**src/rtl/core/xcss_pkg.sv**
```systemverilog
// xcss_pkg: shared constants, types and helpers of the chroma saturation core
// no dependencies
`timescale 1ns / 1ps
`default_nettype none
package xcss_pkg;
   localparam int SAMPLE_BITS = 16;
   localparam int FRAC_BITS   = 12;
   localparam int WHITE_BITS  = 15;
   localparam int QUO_BITS    = SAMPLE_BITS + FRAC_BITS + 1;

   // divider pipeline: quotient bits resolved per stage and stage count
   localparam int DIV_PER     = 4;
   localparam int DIV_STAGES  = (QUO_BITS + DIV_PER - 1) / DIV_PER;

   localparam logic [1:0] CSR_USE_PIXEL_WHITE = 2'd0;
   localparam logic [1:0] CSR_WHITE_X         = 2'd1;
   localparam logic [1:0] CSR_WHITE_Z         = 2'd2;

   localparam logic [WHITE_BITS-1:0] WHITE_X_RESET = 15'd3893;
   localparam logic [WHITE_BITS-1:0] WHITE_Z_RESET = 15'd4460;

   typedef logic signed [SAMPLE_BITS-1:0] sample_type;

   // one channel's divider pipeline payload
   typedef struct packed {
      logic                 zero_w;
      logic                 neg;
      logic [QUO_BITS-1:0]  rem;
      logic [QUO_BITS-1:0]  quo;
      logic [QUO_BITS-1:0]  num;
      logic [SAMPLE_BITS:0] den;
   } div_type;

   // clamp a wide signed value to the sample range
   function automatic sample_type sat_wide(input logic signed [63:0] v, output logic ovf);
      logic signed [63:0] hi;
      logic signed [63:0] lo;
      hi = (64'sd1 <<< (SAMPLE_BITS - 1)) - 64'sd1;
      lo = -hi - 64'sd1;
      ovf = 1'b0;
      if (v > hi) begin
         ovf = 1'b1;
         sat_wide = hi[SAMPLE_BITS-1:0];
      end else if (v < lo) begin
         ovf = 1'b1;
         sat_wide = lo[SAMPLE_BITS-1:0];
      end else begin
         sat_wide = v[SAMPLE_BITS-1:0];
      end
   endfunction
endpackage
`default_nettype wire

```
**src/rtl/core/xcss_div.sv**
```systemverilog
// xcss_div: pipelined restoring divider, (c << FRAC_BITS) / w truncating toward zero
// depends on xcss_pkg
`timescale 1ns / 1ps
`default_nettype none
module xcss_div import xcss_pkg::*; (
   input  wire logic       clock,
   input  wire logic       reset,
   input  wire logic       in_valid,
   input  wire sample_type in_num,
   input  wire sample_type in_den,
   output logic            out_valid,
   output logic            out_zero,
   output logic            out_ovf,
   output sample_type      out_quo
);
   localparam int STEPS = QUO_BITS;
   localparam int PER   = DIV_PER;
   localparam int NST   = DIV_STAGES;

   div_type     st_ff [NST+1];
   div_type     st_in [NST+1];
   logic [NST:0] vld_ff;

   always_comb begin
      div_type d;
      logic signed [SAMPLE_BITS:0] n17;
      logic signed [SAMPLE_BITS:0] d17;
      d = '0;
      n17 = {in_num[SAMPLE_BITS-1], in_num};
      d17 = {in_den[SAMPLE_BITS-1], in_den};
      d.zero_w = (in_den == '0);
      d.neg    = in_num[SAMPLE_BITS-1] ^ in_den[SAMPLE_BITS-1];
      d.num    = QUO_BITS'((n17[SAMPLE_BITS] ? -n17 : n17)) << FRAC_BITS;
      d.den    = d17[SAMPLE_BITS] ? (SAMPLE_BITS+1)'(-d17) : (SAMPLE_BITS+1)'(d17);
      st_in[0] = d;
   end

   for (genvar g = 0; g < NST; g++) begin : g_st
      always_comb begin
         div_type d;
         logic [QUO_BITS:0] t;
         d = st_ff[g];
         t = '0;
         for (int k = 0; k < PER; k++) begin
            if (g*PER + k < STEPS) begin
               t = {d.rem, d.num[QUO_BITS-1]};
               d.num = {d.num[QUO_BITS-2:0], 1'b0};
               if (t >= (QUO_BITS+1)'(d.den)) begin
                  t = t - (QUO_BITS+1)'(d.den);
                  d.quo = {d.quo[QUO_BITS-2:0], 1'b1};
               end else begin
                  d.quo = {d.quo[QUO_BITS-2:0], 1'b0};
               end
               d.rem = t[QUO_BITS-1:0];
            end
         end
         st_in[g+1] = d;
      end
   end

   always_ff @(posedge clock) begin
      if (reset) begin
         vld_ff <= '0;
      end else begin
         vld_ff <= {vld_ff[NST-1:0], in_valid};
      end
      for (int i = 0; i <= NST; i++) begin
         st_ff[i] <= st_in[i];
      end
   end

   always_comb begin
      logic signed [63:0] q;
      logic o;
      q = $signed(64'(st_ff[NST].quo));
      if (st_ff[NST].neg) begin
         q = -q;
      end
      out_quo   = sat_wide(q, o);
      out_ovf   = o & ~st_ff[NST].zero_w;
      out_zero  = st_ff[NST].zero_w;
      out_valid = vld_ff[NST];
   end
endmodule
`default_nettype wire

```
**config.mk**
```make
export PLATFORM = sky130hd
export DESIGN_NAME = xcss_div
export DESIGN_NICKNAME = d
export VERILOG_FILES = /design/src/rtl/core/xcss_pkg.sv /design/src/rtl/core/xcss_div.sv
export SDC_FILE = /design/constraint.sdc
export NUM_CORES = 2
export LEC_CHECK = 0
export BUFFER_PORTS_ARGS = -buffer_cell sky130_fd_sc_hd__buf_4
export CORE_MARGIN = 8
export CORE_UTILIZATION = 45
export CTS_BUF_LIST = sky130_fd_sc_hd__clkbuf_4 sky130_fd_sc_hd__clkbuf_8
export DETAILED_ROUTE_END_ITERATION = 10
export MAX_ROUTING_LAYER = met4
export PLACE_DENSITY = 0.71
export SLEW_MARGIN = 15
export SYNTH_ARGS = -nofsm -noshare
export SYNTH_HDL_FRONTEND = slang
export SYNTH_SLANG_ARGS = --single-unit
export TNS_END_PERCENT = 5
```
**constraint.sdc**
```tcl
create_clock -name clock -period 29.7 [get_ports clock]
set_input_delay 1.485 -clock clock [delete_from_list [all_inputs] [get_ports clock]]
set_output_delay 1.485 -clock clock [all_outputs]
set_load 0.05 [all_outputs]
```
# After elaboration in Yosys (flattened, before gate mapping)
# Memory sizes are Yosys's and may differ from the RTL's.
# Index checks and enable logic that the tools add are counted.
# classes
addsub	32
n_lt_le_gt_ge	31
mux	65
bitwise	3
reduce_logical	1
# op_table
op	count
$ge 30x17->1	29
$mux 29	29
$sub 29x17->29	29
$gt 64x16->1 const B	1
$lt 64x16->1 const B	1
$mux 64	1
$neg 29->64	1
$mux 17	2
$neg 16->17	2
$mux 16	2
$mux 1	31
$logic_not 16->1	1
$and 1x1->1	1
$not 1->1	1
$xor 1x1->1	1
# word_totals
regBits	9
mem_bits_rw	945
input_bits	35
output_inout_bits	19
word_cells	134
mem_count	1
# memory_table
memory	depth	width	read_ports	rd_clocked_by_memory_dff	wr	line	text
st_ff	9	105	9	0	9	xcss_div.sv:20	div_type st_ff [NST+1];

# Depth between registers and ports, before layout
# An unclocked memory read counts as a cell.
# logic_depth
ltp_word	9
depth_mapped	66
mapped_depth_nobuf	64

# Worst setup path after synthesis
# Ideal clock, no wire load.
# synth_path
path_type	reg2reg
start	memory st_ff[0][525] in the netlist's numbering
end	memory st_ff[0][705] in the netlist's numbering
setup_ns	0.120
t_arrival_ns	12.929
required_time_ns	29.580
setup_slack_ns	16.652
stages_incl_launch_ff	62
path_buffers	10
period_less_slack_ns	13.048
cell_sequence	dfxtp_1 > clkbuf_1 > inv_1 > fa_1 > a211oi_1 > nor2_1 > o31ai_1 > a211o_1 > and2_1 > buf_2 > buf_1 > clkbuf_1 > nand2_1 > o31ai_1 > ha_1 > a21o_1 > o311a_1 > o21ai_0 > (+26 left out) > o21a_1 > o21a_1 > nor2_1 > nor2_1 > o21a_1 > o21a_1 > nor2_1 > o21ai_0 > or4_1 > nand3_1 > a41oi_1 > or3_1 > clkbuf_1 > nor4bb_1 > buf_2 > buf_4 > nor3_1 > a211o_1
# synth_rtl
item	line
start, declared	xcss_div.sv:20

==> results.cfg <==
[setup_path]
worstSetupPathType = reg -> reg
cp-start-kind = register
crit_required_ns = 30.32
crit_arrival_ns = 16.45
critPathTopFamily = compound AO/OA/AOI/OAI gates
worstSetupEndpointType = register
reg2reg_slack_ns = 13.87
worst_path_most_repeated_cell = o21ai_0
reg2reg_from = st_ff[0][316]$_DFF_P_
cpPeakStageDelay_ns = 0.59
critPathBufInv = 8
critical-path-slowest-cell = or4b_1
reg2reg_depth = 58
r2r_end = st_ff[0][518]$_DFF_P_
worstPathMaxFanout = 36

[routing]
drtPass1Iterations = 8
drcViolationCount = 0
vias = 47200
routed_wl_um = 145000
drt_iter0_markers = 3576
viasPerCell = 5.97
drtAntennaViolNets = 0
wire_per_inst_um = 18.3

[synthesis]
synth-main-ff-cell = dfxtp_1
synth_top_area_cell = dfxtp_1
synth-compound-area-share = 0.254
synth_xor_area_frac = 0.0929
syn_area_per_cell_um2 = 7.73
muxShareOfSynthArea = 0.0289
synth-seq-cells = 552
synthSimpleGateAreaFrac = 0.230
synth_top_family_by_area = compound AO/OA/AOI/OAI gates
netlist_area_um2 = 49600
synth-adder-area-share = 0.127
synth_cells = 6414
synthArstFlopShare = 0
yosys_warnings = 0
synth_top_cells_by_area = dfxtp_1 (22%), ha_1 (12%), xnor2_1 (6.0%), a21oi_1 (5.0%), nand2_1 (4.5%)
yosysUniqueCellTypes = 122
synth_edf_count = 0
yosysSeqAreaShare = 0.223
yosysTopAreaCellShare = 0.223

[clock_tree]
tritoncts = built
post_cts_buffers = 0
clkSinkCount = 552
insertion_delay_ns = 0.75
cts.clk_slew.worst_paths_ns = 0.07
cts-root-buf = clkbuf_8
cts_buffers = 91
post_cts_resize_count = 0
htree_levels = 3
cts-hold-fix-buffers = 0
clockBufferDepth = 3

[placed_design]
gp_congestion = 0.952
dp_slack_ns = 14.17
port_buffers = 53
hpwl_um = 116000

[sta]
period_share = 0.533
finalSetupViolations = 0
tns_ns = 0
worst_pin_slew_ns = 1.02
hold_viol = 0
max_clock_freq_mhz = 63.2
clock_skew_ns = 0.0448
rsz0062_at_grt = false
fin_ws_ns = 13.87
maxSlewHeadroom = 0.319
finalCriticalPeriod_ns = 15.83
holdWs_ns = 0.300
slew_viol_final = 0

[cells_and_area]
syn2layout_area_growth_pct = 7.55
fillCellCount = 10700
drive_gt1_frac = 0.0786
final_nets = 6945

[global_routing]
antenna_found_initial = 2
grt_max_degree = 47
grt_pass1_vias = 44200
grt_pass1_wl_um = 231000
grt_overflow = 0
grt_use_total = 0.233

[die]
die_y_um = 348
initial_utilization = 0.455
io_pins = 54
core.rowCount = 121
core_area_um2 = 109000
die_w_um = 348
dieArea_um2 = 121000

[status]
status = completed

[hold_path]
min_to = st_ff[0][687]$_DFF_P_
min_from = st_ff[0][578]$_DFF_P_
whs_path_depth = 0
min_path_type = reg -> reg

[job]
maxCapViolCount = 0
worst max path at each step:
stage / depth (start not counted) / end / start / slack, ns
5_1_grt: 58 / st_ff[0][705]$_DFF_P_ / st_ff[0][525]$_DFF_P_ / 12.58
4_1_cts: 58 / st_ff[0][518]$_DFF_P_ / st_ff[0][316]$_DFF_P_ / 14.09
2_1_floorplan: 61 / st_ff[0][705]$_DFF_P_ / st_ff[0][525]$_DFF_P_ / 16.65
3_3_place_gp: 58 / st_ff[0][518]$_DFF_P_ / st_ff[0][316]$_DFF_P_ / 14.26
6_report: 58 / st_ff[0][518]$_DFF_P_ / st_ff[0][316]$_DFF_P_ / 13.87
3_5_place_dp: 58 / st_ff[0][518]$_DFF_P_ / st_ff[0][316]$_DFF_P_ / 14.17
through the flow:
| step | utilization | instances | area [um2] |
|---|---|---|---|
| after floorplan | - | 6415 | 49600 |
| after global placement | 0.469 | 7739 | 51200 |
| after detailed placement | 0.469 | 7739 | 51200 |
| after CTS | 0.489 | 7905 | 53300 |
| after global routing | 0.489 | 7906 | 53300 |
| final | 0.489 | 7906 | 53300 |
layout by cell type (no fill, tap or decap), types with 74 or more instances in the layout:
master / instances
a21o_1: 154
a21oi_1: 499
and2_1: 74
buf_4: 80
clkbuf_8: 108
dfxtp_1: 552
ha_1: 473
inv_1: 350
mux2_2: 89
nand2_1: 593
nand2b_1: 80
nand3_1: 164
nand4_1: 93
nor2_1: 550
nor2b_1: 78
nor3_1: 178
o21a_1: 125
o21ai_0: 441
o31ai_1: 107
xnor2_1: 337
xor2_1: 185
registers in the layout (all words and copies together), names as in the netlist:
signal and cells:
vld_ff 9, st_ff 543
layout make-up:
cell class / count / area (um2) / area share
Inverter: 364 / 1370 / 0.0256
Multi-Input combinational cell: 5329 / 36400 / 0.683
Clock inverter: 43 / 520 / 0.00977
Tap cell: 1414 / 1770 / 0.0332
Clock buffer: 123 / 1600 / 0.0300
Timing Repair Buffer: 80 / 601 / 0.0113
Antenna cell: 1 / 2.50 / 0.0000470
Sequential cell: 552 / 11100 / 0.207
logic make-up (layout without fill, tap and decap cells):
kind of cell    Yosys count  in the layout
other cells               1              3
mux                     129            129
fa+ha+maj               492            492
xor+xnor                524            524
flops                   552            552
simple gates           2257           2257
buf+inv                 534            610
compound gates         1925           1925
metal layers:
layer  wire length, um  vias to the layer above  GRT usage  share of wire
met3              7520                      255     0.0278          0.052
met1             68100                    22200      0.308           0.47
li1                  -                    23500          -              -
met2             65000                     1309      0.375           0.45
met4              4160                        0     0.0700          0.029
met5                 0                        -          -              0
synthesized netlist by cell type, drive strengths merged, types with 154 or more instances:
cell	instances
inv	363
nand2	593
o21ai	462
nor3	188
a21oi	503
nor2	556
xor2	186
ha	473
a21o	154
xnor2	338
dfxtp	552
nand3	164
Power is not shown: default switching activity piles up to over one toggle a cycle in this logic, so the estimate is an artifact.
