==> config.mk <==
export PLATFORM = sky130hd
export DESIGN_NAME = xcss_chan
export DESIGN_NICKNAME = d
export VERILOG_FILES = /design/src/rtl/core/xcss_pkg.sv /design/src/rtl/core/xcss_chan.sv
export SDC_FILE = /design/constraint.sdc
export NUM_CORES = 2
export LEC_CHECK = 0
export BUFFER_PORTS_ARGS = -buffer_cell sky130_fd_sc_hd__buf_2
export CORE_ASPECT_RATIO = 1.4
export CORE_MARGIN = 2
export CORE_UTILIZATION = 40
export CTS_CLUSTER_DIAMETER = 30
export DETAILED_ROUTE_END_ITERATION = 8
export GPL_TIMING_DRIVEN = 1
export PLACE_DENSITY = 0.66
export SYNTH_ARGS = -nofsm -noshare
export SYNTH_HDL_FRONTEND = slang
export SYNTH_SLANG_ARGS = --single-unit
==> constraint.sdc <==
create_clock -name clock -period 7.3 [get_ports clock]
set_input_delay 1.46 -clock clock [delete_from_list [all_inputs] [get_ports clock]]
set_output_delay 1.46 -clock clock [all_outputs]
set_load 0.005 [all_outputs]
==> src/rtl/core/xcss_pkg.sv <==
// xcss_pkg: shared constants, types and helpers of the chroma saturation core
// no dependencies
`timescale 1ns / 1ps
`default_nettype none
package xcss_pkg;
   localparam int SAMPLE_BITS = 16;
   localparam int FRAC_BITS   = 12;
   localparam int WHITE_BITS  = 15;
   localparam int QUO_BITS    = SAMPLE_BITS + FRAC_BITS + 1;

   // divider pipeline: quotient bits resolved per stage and stage count
   localparam int DIV_PER     = 4;
   localparam int DIV_STAGES  = (QUO_BITS + DIV_PER - 1) / DIV_PER;

   localparam logic [1:0] CSR_USE_PIXEL_WHITE = 2'd0;
   localparam logic [1:0] CSR_WHITE_X         = 2'd1;
   localparam logic [1:0] CSR_WHITE_Z         = 2'd2;

   localparam logic [WHITE_BITS-1:0] WHITE_X_RESET = 15'd3893;
   localparam logic [WHITE_BITS-1:0] WHITE_Z_RESET = 15'd4460;

   typedef logic signed [SAMPLE_BITS-1:0] sample_type;

   // one channel's divider pipeline payload
   typedef struct packed {
      logic                 zero_w;
      logic                 neg;
      logic [QUO_BITS-1:0]  rem;
      logic [QUO_BITS-1:0]  quo;
      logic [QUO_BITS-1:0]  num;
      logic [SAMPLE_BITS:0] den;
   } div_type;

   // clamp a wide signed value to the sample range
   function automatic sample_type sat_wide(input logic signed [63:0] v, output logic ovf);
      logic signed [63:0] hi;
      logic signed [63:0] lo;
      hi = (64'sd1 <<< (SAMPLE_BITS - 1)) - 64'sd1;
      lo = -hi - 64'sd1;
      ovf = 1'b0;
      if (v > hi) begin
         ovf = 1'b1;
         sat_wide = hi[SAMPLE_BITS-1:0];
      end else if (v < lo) begin
         ovf = 1'b1;
         sat_wide = lo[SAMPLE_BITS-1:0];
      end else begin
         sat_wide = v[SAMPLE_BITS-1:0];
      end
   endfunction
endpackage
`default_nettype wire

==> src/rtl/core/xcss_chan.sv <==
// xcss_chan: chroma scaling tail of one channel, after the quotient
// depends on xcss_pkg
`timescale 1ns / 1ps
`default_nettype none
module xcss_chan import xcss_pkg::*; (
   input  wire logic       clock,
   input  wire sample_type c_in,
   input  wire sample_type y_in,
   input  wire sample_type s_in,
   input  wire sample_type w_in,
   input  wire sample_type q_in,
   input  wire logic       zero_in,
   input  wire logic       ovf_in,
   output sample_type      r_out,
   output logic            flag_out
);
   // stage a: d = q - y
   sample_type d_ff, y_a_ff, s_a_ff, w_a_ff, c_a_ff;
   logic       z_a_ff, f_a_ff;
   // stage b: product d*s
   logic signed [2*SAMPLE_BITS-1:0] p_ff;
   sample_type y_b_ff, w_b_ff, c_b_ff;
   logic       z_b_ff, f_b_ff;
   // stage c: e
   sample_type e_ff, w_c_ff, c_c_ff;
   logic       z_c_ff, f_c_ff;
   // stage d: product e*w
   logic signed [2*SAMPLE_BITS-1:0] m_ff;
   sample_type c_d_ff;
   logic       z_d_ff, f_d_ff;
   sample_type r_ff;
   logic       rf_ff;

   sample_type d_in, e_in, r_in;
   logic       od, oe, or_;

   always_comb begin
      d_in = sat_wide(64'(q_in) - 64'(y_in), od);
      e_in = sat_wide(64'(p_ff >>> FRAC_BITS) + 64'(y_b_ff), oe);
      r_in = sat_wide(64'(m_ff >>> FRAC_BITS), or_);
   end

   always_ff @(posedge clock) begin
      d_ff <= d_in; y_a_ff <= y_in; s_a_ff <= s_in; w_a_ff <= w_in; c_a_ff <= c_in;
      z_a_ff <= zero_in; f_a_ff <= ovf_in | od;
      p_ff <= d_ff * s_a_ff; y_b_ff <= y_a_ff; w_b_ff <= w_a_ff; c_b_ff <= c_a_ff;
      z_b_ff <= z_a_ff; f_b_ff <= f_a_ff;
      e_ff <= e_in; w_c_ff <= w_b_ff; c_c_ff <= c_b_ff; z_c_ff <= z_b_ff;
      f_c_ff <= f_b_ff | oe;
      m_ff <= e_ff * w_c_ff; c_d_ff <= c_c_ff; z_d_ff <= z_c_ff; f_d_ff <= f_c_ff;
      // zero white passes the channel through and flags
      r_ff  <= z_d_ff ? c_d_ff : r_in;
      rf_ff <= z_d_ff | f_d_ff | or_;
   end

   assign r_out    = r_ff;
   assign flag_out = rf_ff;
endmodule
`default_nettype wire

# --- After elaboration in Yosys (flattened, before gate mapping) ---
# Index checks and enable logic that the tools add are counted.
word_totals:
  memories: 0
  input_bits: 83
  ram_bits: 0
  latchBits: 0
  out_inout_bits: 17
  reg_bits: 281
  rom_bits: 0
classes:
  shifts: 0
  n_eq_ne: 0
  n_reduce_logical: 0
  n_lt_le_gt_ge: 6
  bitwise_logic: 4
  mux: 11
  addsub: 2
  multipliers: 2
  div: 0
ops:
  columns: ["op", "count"]
  rows:
  - ["16-bit 2-to-1 mux", 5]
  - ["16-bit by 16-bit multiplier with 32-bit output", 2]
  - ["20-bit by 16-bit adder with 21-bit output", 1]
  - ["21-bit by 16-bit greater-than comparator with 1-bit output, second input constant", 1]
  - ["21-bit by 16-bit less-than comparator with 1-bit output, second input constant", 1]
  - ["20-bit by 16-bit greater-than comparator with 1-bit output, second input constant", 1]
  - ["20-bit by 16-bit less-than comparator with 1-bit output, second input constant", 1]
  - ["17-bit by 16-bit greater-than comparator with 1-bit output, second input constant", 1]
  - ["17-bit by 16-bit less-than comparator with 1-bit output, second input constant", 1]
  - ["16-bit by 16-bit subtractor with 17-bit output", 1]
  - ["1-bit 2-to-1 mux", 6]
  - ["1-bit bitwise OR", 4]

# --- Logic depth before layout (Yosys ltp) ---
logic_depth:
  depth_word: 5
  ltp_mapped: 24
  mapped_depth_nobuf: 23

# --- Least setup slack after synthesis ---
# No wires, ideal clock.
synth_timing:
  path_type: "register to register"
  from: "reg e_ff[10]"
  to: "reg m_ff[28]"
  required_time_ps: 7176
  setup_time_ps: 124
  arrival_ps: 6024
  path_slack_ps: 1153
  path_stages_with_launch: 22
  cell_sequence: "dfxtp_1 clkbuf_1 nand2_1 fa_1 fa_1 fa_1 fa_1 inv_1 fa_1 inv_1 fa_1 inv_1 ha_1 a21o_1 a21o_1 a21oi_1 o21ai_2 o311a_1 a41o_1 or2_4 a2111oi_4 nor3_1"
synth_via:
  elab_chain_len: 1
synth_rtl:
  columns: ["item", "line_no", "text"]
  rows:
  - ["from (decl)", "xcss_chan.sv:25", "sample_type e_ff, w_c_ff, c_c_ff;"]
  - ["from (signal assigned)", "xcss_chan.sv:48", "e_ff <= e_in; w_c_ff <= w_b_ff; c_c_ff <= c_b_ff; z_c_ff <= z_b_ff;"]
  - ["16-bit by 16-bit multiplier with 32-bit output", "xcss_chan.sv:50", "m_ff <= e_ff * w_c_ff; c_d_ff <= c_c_ff; z_d_ff <= z_c_ff; f_d_ff <= f_c_ff;"]
  - ["to (signal assigned)", "xcss_chan.sv:50", null]
  - ["to (decl)", "xcss_chan.sv:28", "logic signed [2*SAMPLE_BITS-1:0] m_ff;"]
# No other way between the ends.
# A chain may end at the register's enable or synchronous reset.

# --- Worst setup path in the final report ---
layout_timing:
  from: "reg s_a_ff[3]"
  to: "reg p_ff[31]"
layout_via:
  elab_chain_len: 1
layout_rtl:
  columns: ["item", "line_no", "text"]
  rows:
  - ["from (decl)", "xcss_chan.sv:18", "sample_type d_ff, y_a_ff, s_a_ff, w_a_ff, c_a_ff;"]
  - ["from (signal assigned)", "xcss_chan.sv:44", "d_ff <= d_in; y_a_ff <= y_in; s_a_ff <= s_in; w_a_ff <= w_in; c_a_ff <= c_in;"]
  - ["16-bit by 16-bit multiplier with 32-bit output", "xcss_chan.sv:46", "p_ff <= d_ff * s_a_ff; y_b_ff <= y_a_ff; w_b_ff <= w_a_ff; c_b_ff <= c_a_ff;"]
  - ["to (signal assigned)", "xcss_chan.sv:46", null]
  - ["to (decl)", "xcss_chan.sv:21", "logic signed [2*SAMPLE_BITS-1:0] p_ff;"]
# No other way between the ends.

==> results.json <==
{
  "drv_cap": 0,
  "hold_ws_ns": 0.302,
  "critical_path_required_ns": 7.81,
  "cts_max_path_buffers": 3,
  "yosysMostFrequentCell": "inv_1",
  "setup_tns_ns": 0,
  "dieHeight_um": 307,
  "area_growth_pct": 12.3,
  "fin_crit_ns": 6.62,
  "drive_above_1_share_pct": 8.16,
  "hold_viol": 0,
  "grt_pass1_vias": 19700,
  "core-area_mm2": 0.0651,
  "synthAdderAreaFrac_pct": 49.4,
  "arrival_ns": 7.13,
  "clock-sinks": 257,
  "routabilityCongestion": 0.891,
  "diodes": 0,
  "async_reset_ff_share_pct": 0,
  "worstMarginPinSlew_ns": 1.06,
  "crit_type": "flop to flop",
  "outcome": "finished clean",
  "antenna_found_initial": 3,
  "synth_edf_count": 0,
  "syn_nets": 3460,
  "cts_buffers": 52,
  "dpl_cell_area_mm2": 0.0276,
  "htree_levels": 2,
  "row_count": 111,
  "fillCellCount": 6183,
  "crit_chain": "nand2_1 > fa_1 > fa_1 > inv_1 > fa_1 > inv_1 > fa_1 > fa_1 > fa_1 > inv_1 > ha_1 > a211oi_1 > o2111ai_1 > a21oi_1 > nor3_1 > nor4_1 > o31ai_1 > o41ai_1 > xnor2_1",
  "clk_pin_slew_ns": 0.05,
  "syn_inst": 2659,
  "hp-class": "flop to flop",
  "postLayoutCellArea_mm2": 0.0294,
  "yosysTopAreaCellShare_pct": 40.1,
  "wirelength_um": 60200,
  "cpMostUsedCell": "fa_1",
  "synthDistinctLibCells": 61,
  "post-route-period-util_pct": 90.7,
  "cts_resized": 0,
  "cp-end-kind": "flop",
  "port_buffers": 99,
  "synth_compound_area_share_pct": 5.42,
  "start_util_pct": 40.2,
  "avgSynthCellArea_um2": 9.85,
  "clock-root-buffer": "clkbuf_16",
  "grt_pass1_wl_um": 99200,
  "synth_top_family_by_area": "adder cells",
  "drc": 0,
  "rsz0062_at_grt": "no",
  "worst_setup_path_start_kind": "flop",
  "cp_slowest_cell": "dfxtp_1",
  "synth.cell_area_mm2": 0.0262,
  "dr.first_iter.drc_count": 714,
  "grt.total_usage_pct": 19.1,
  "yosysTopAreaCell": "fa_1",
  "die_x_um": 220,
  "vias": 17500,
  "synthSimpleGateAreaFrac_pct": 12.7,
  "post_drt_wl_per_cell_um": 16.5,
  "critPathMaxStageDelay_ns": 0.79,
  "grt_overflow_total": 0,
  "io_pins": 100,
  "synth-xor-area-share_pct": 2.81,
  "slew_violations": 0,
  "worstSkewPairLatency_ns": 0.61,
  "maxSlewHeadroom_pct": 29.4,
  "cts_setup_buffers": 0,
  "routed_via_density": 4.79,
  "ys_warn_count": 0,
  "ys_ff_latch": 257,
  "ys_seq_area_share_pct": 19.7,
  "cp_max_fo": 16,
  "synth_area_leaders": "fa_1, dfxtp_1, ha_1, inv_1, and2_1",
  "synth_top_flop_cell": "dfxtp_1",
  "cts_tree": "yes",
  "yosys-top-cells-count": "inv_1, fa_1, nand2_1",
  "max_freq_mhz": 151,
  "synthMuxAreaShare_pct": 0.0430,
  "setup_violations": 0,
  "dp_hpwl_um": 49200,
  "finClkSkew_ns": 0.0249,
  "grt_max_degree": 18,
  "postCtsHoldBufs": 0,
  "dieArea_mm2": 0.0675,
  "fin_nets": 3563,
  "first_pass_iters": 5,
  "final_antenna_net_count": 0
}
-- routing by layer --
metal  part of all wire (%)  routed length [um]  GRT usage (%)
met5                  0.012                   7              0
met4                    5.6                3400           9.93
met1                     37               22300           20.7
met3                    4.4                2650           2.78
met2                     53               31800           35.4
-- cell families (layout without fill, tap and decap cells) --
logic type / after synthesis / count (layout)
adders and majority gates: 719 / 719
buffers and inverters: 695 / 841
and+or+nand+nor: 682 / 682
DFF: 257 / 257
AOI/OAI and AO/OA: 221 / 221
xor gates and xnor gates: 84 / 84
muxes: 1 / 1
-- cell type report --
type,instances,area [um^2],area share [%]
multi-input cells,1707,18400,62.6
flip-flops and latches,257,5140,17.5
inverters,622,2330,7.94
clock buffers,56,1330,4.51
well taps,847,1060,3.60
repair buffers,122,668,2.27
clock inverters,41,450,1.53
-- per-stage QoR --
stage / setup slack, ns / instances / util, %
global route: 0.335 / 3652 / 45.1
global placement: 0.766 / 3555 / 42.4
CTS: 0.723 / 3652 / 45.1
finish: 0.681 / 3652 / 45.1
floorplan: 1.15 / 2659 / -
detailed placement: 0.729 / 3555 / 42.4
-- worst paths after layout --
kind                    from         end  slack, ns  depth (start not counted)
setup / recovery   s_a_ff[3]    p_ff[31]       0.68                         19
hold / removal    c_b_ff[15]  c_c_ff[15]       0.30                          0
setup reg to reg   s_a_ff[3]    p_ff[31]       0.68                         19
hold reg to reg   c_b_ff[15]  c_c_ff[15]       0.30                          0
-- state kept, by name (all words and copies together), names as in the netlist, 16 cells and up --
signal  flops
c_a_ff     16
c_b_ff     16
c_c_ff     16
c_d_ff     16
d_ff       16
e_ff       16
m_ff       20
p_ff       20
r_out      16
s_a_ff     16
w_a_ff     16
w_b_ff     16
w_c_ff     16
y_a_ff     16
y_b_ff     16
-- layout by cell type, fill, tap and decap left out, types with 5 or more instances in the layout --
cell          n
inv_1       622
fa_1        524
nand2_1     310
dfxtp_1     257
and2_1      227
ha_1        194
buf_2        99
a21oi_1      73
nor2_1       64
clkbuf_16    52
xnor2_1      50
o21ai_0      47
xor2_1       34
buf_4        23
a21o_1       20
nand2b_1     20
o21a_1       14
inv_6        14
nor3_1       13
clkinv_4     10
nor2b_1       9
nand4_1       8
o21ai_1       8
a211oi_1      8
and3_1        7
o211ai_1      5
or3_1         5
nor4_1        5
a31oi_1       5
clkinvlp_4    5
-- critical path, delay by kind of cell (launching register included) --
family	cells	cell delay, ns
AO/OA/AOI/OAI	5	1.36
XOR/XNOR	1	0.17
adder cells (fa/ha/maj)	7	3.38
buffers and inverters	3	0.14
flip-flops	1	0.79
AND/OR/NAND/NOR	3	0.68
Power is left out: the tool's default activity adds up to more than one toggle a clock period on the data nets, which glitch-free logic cannot reach.
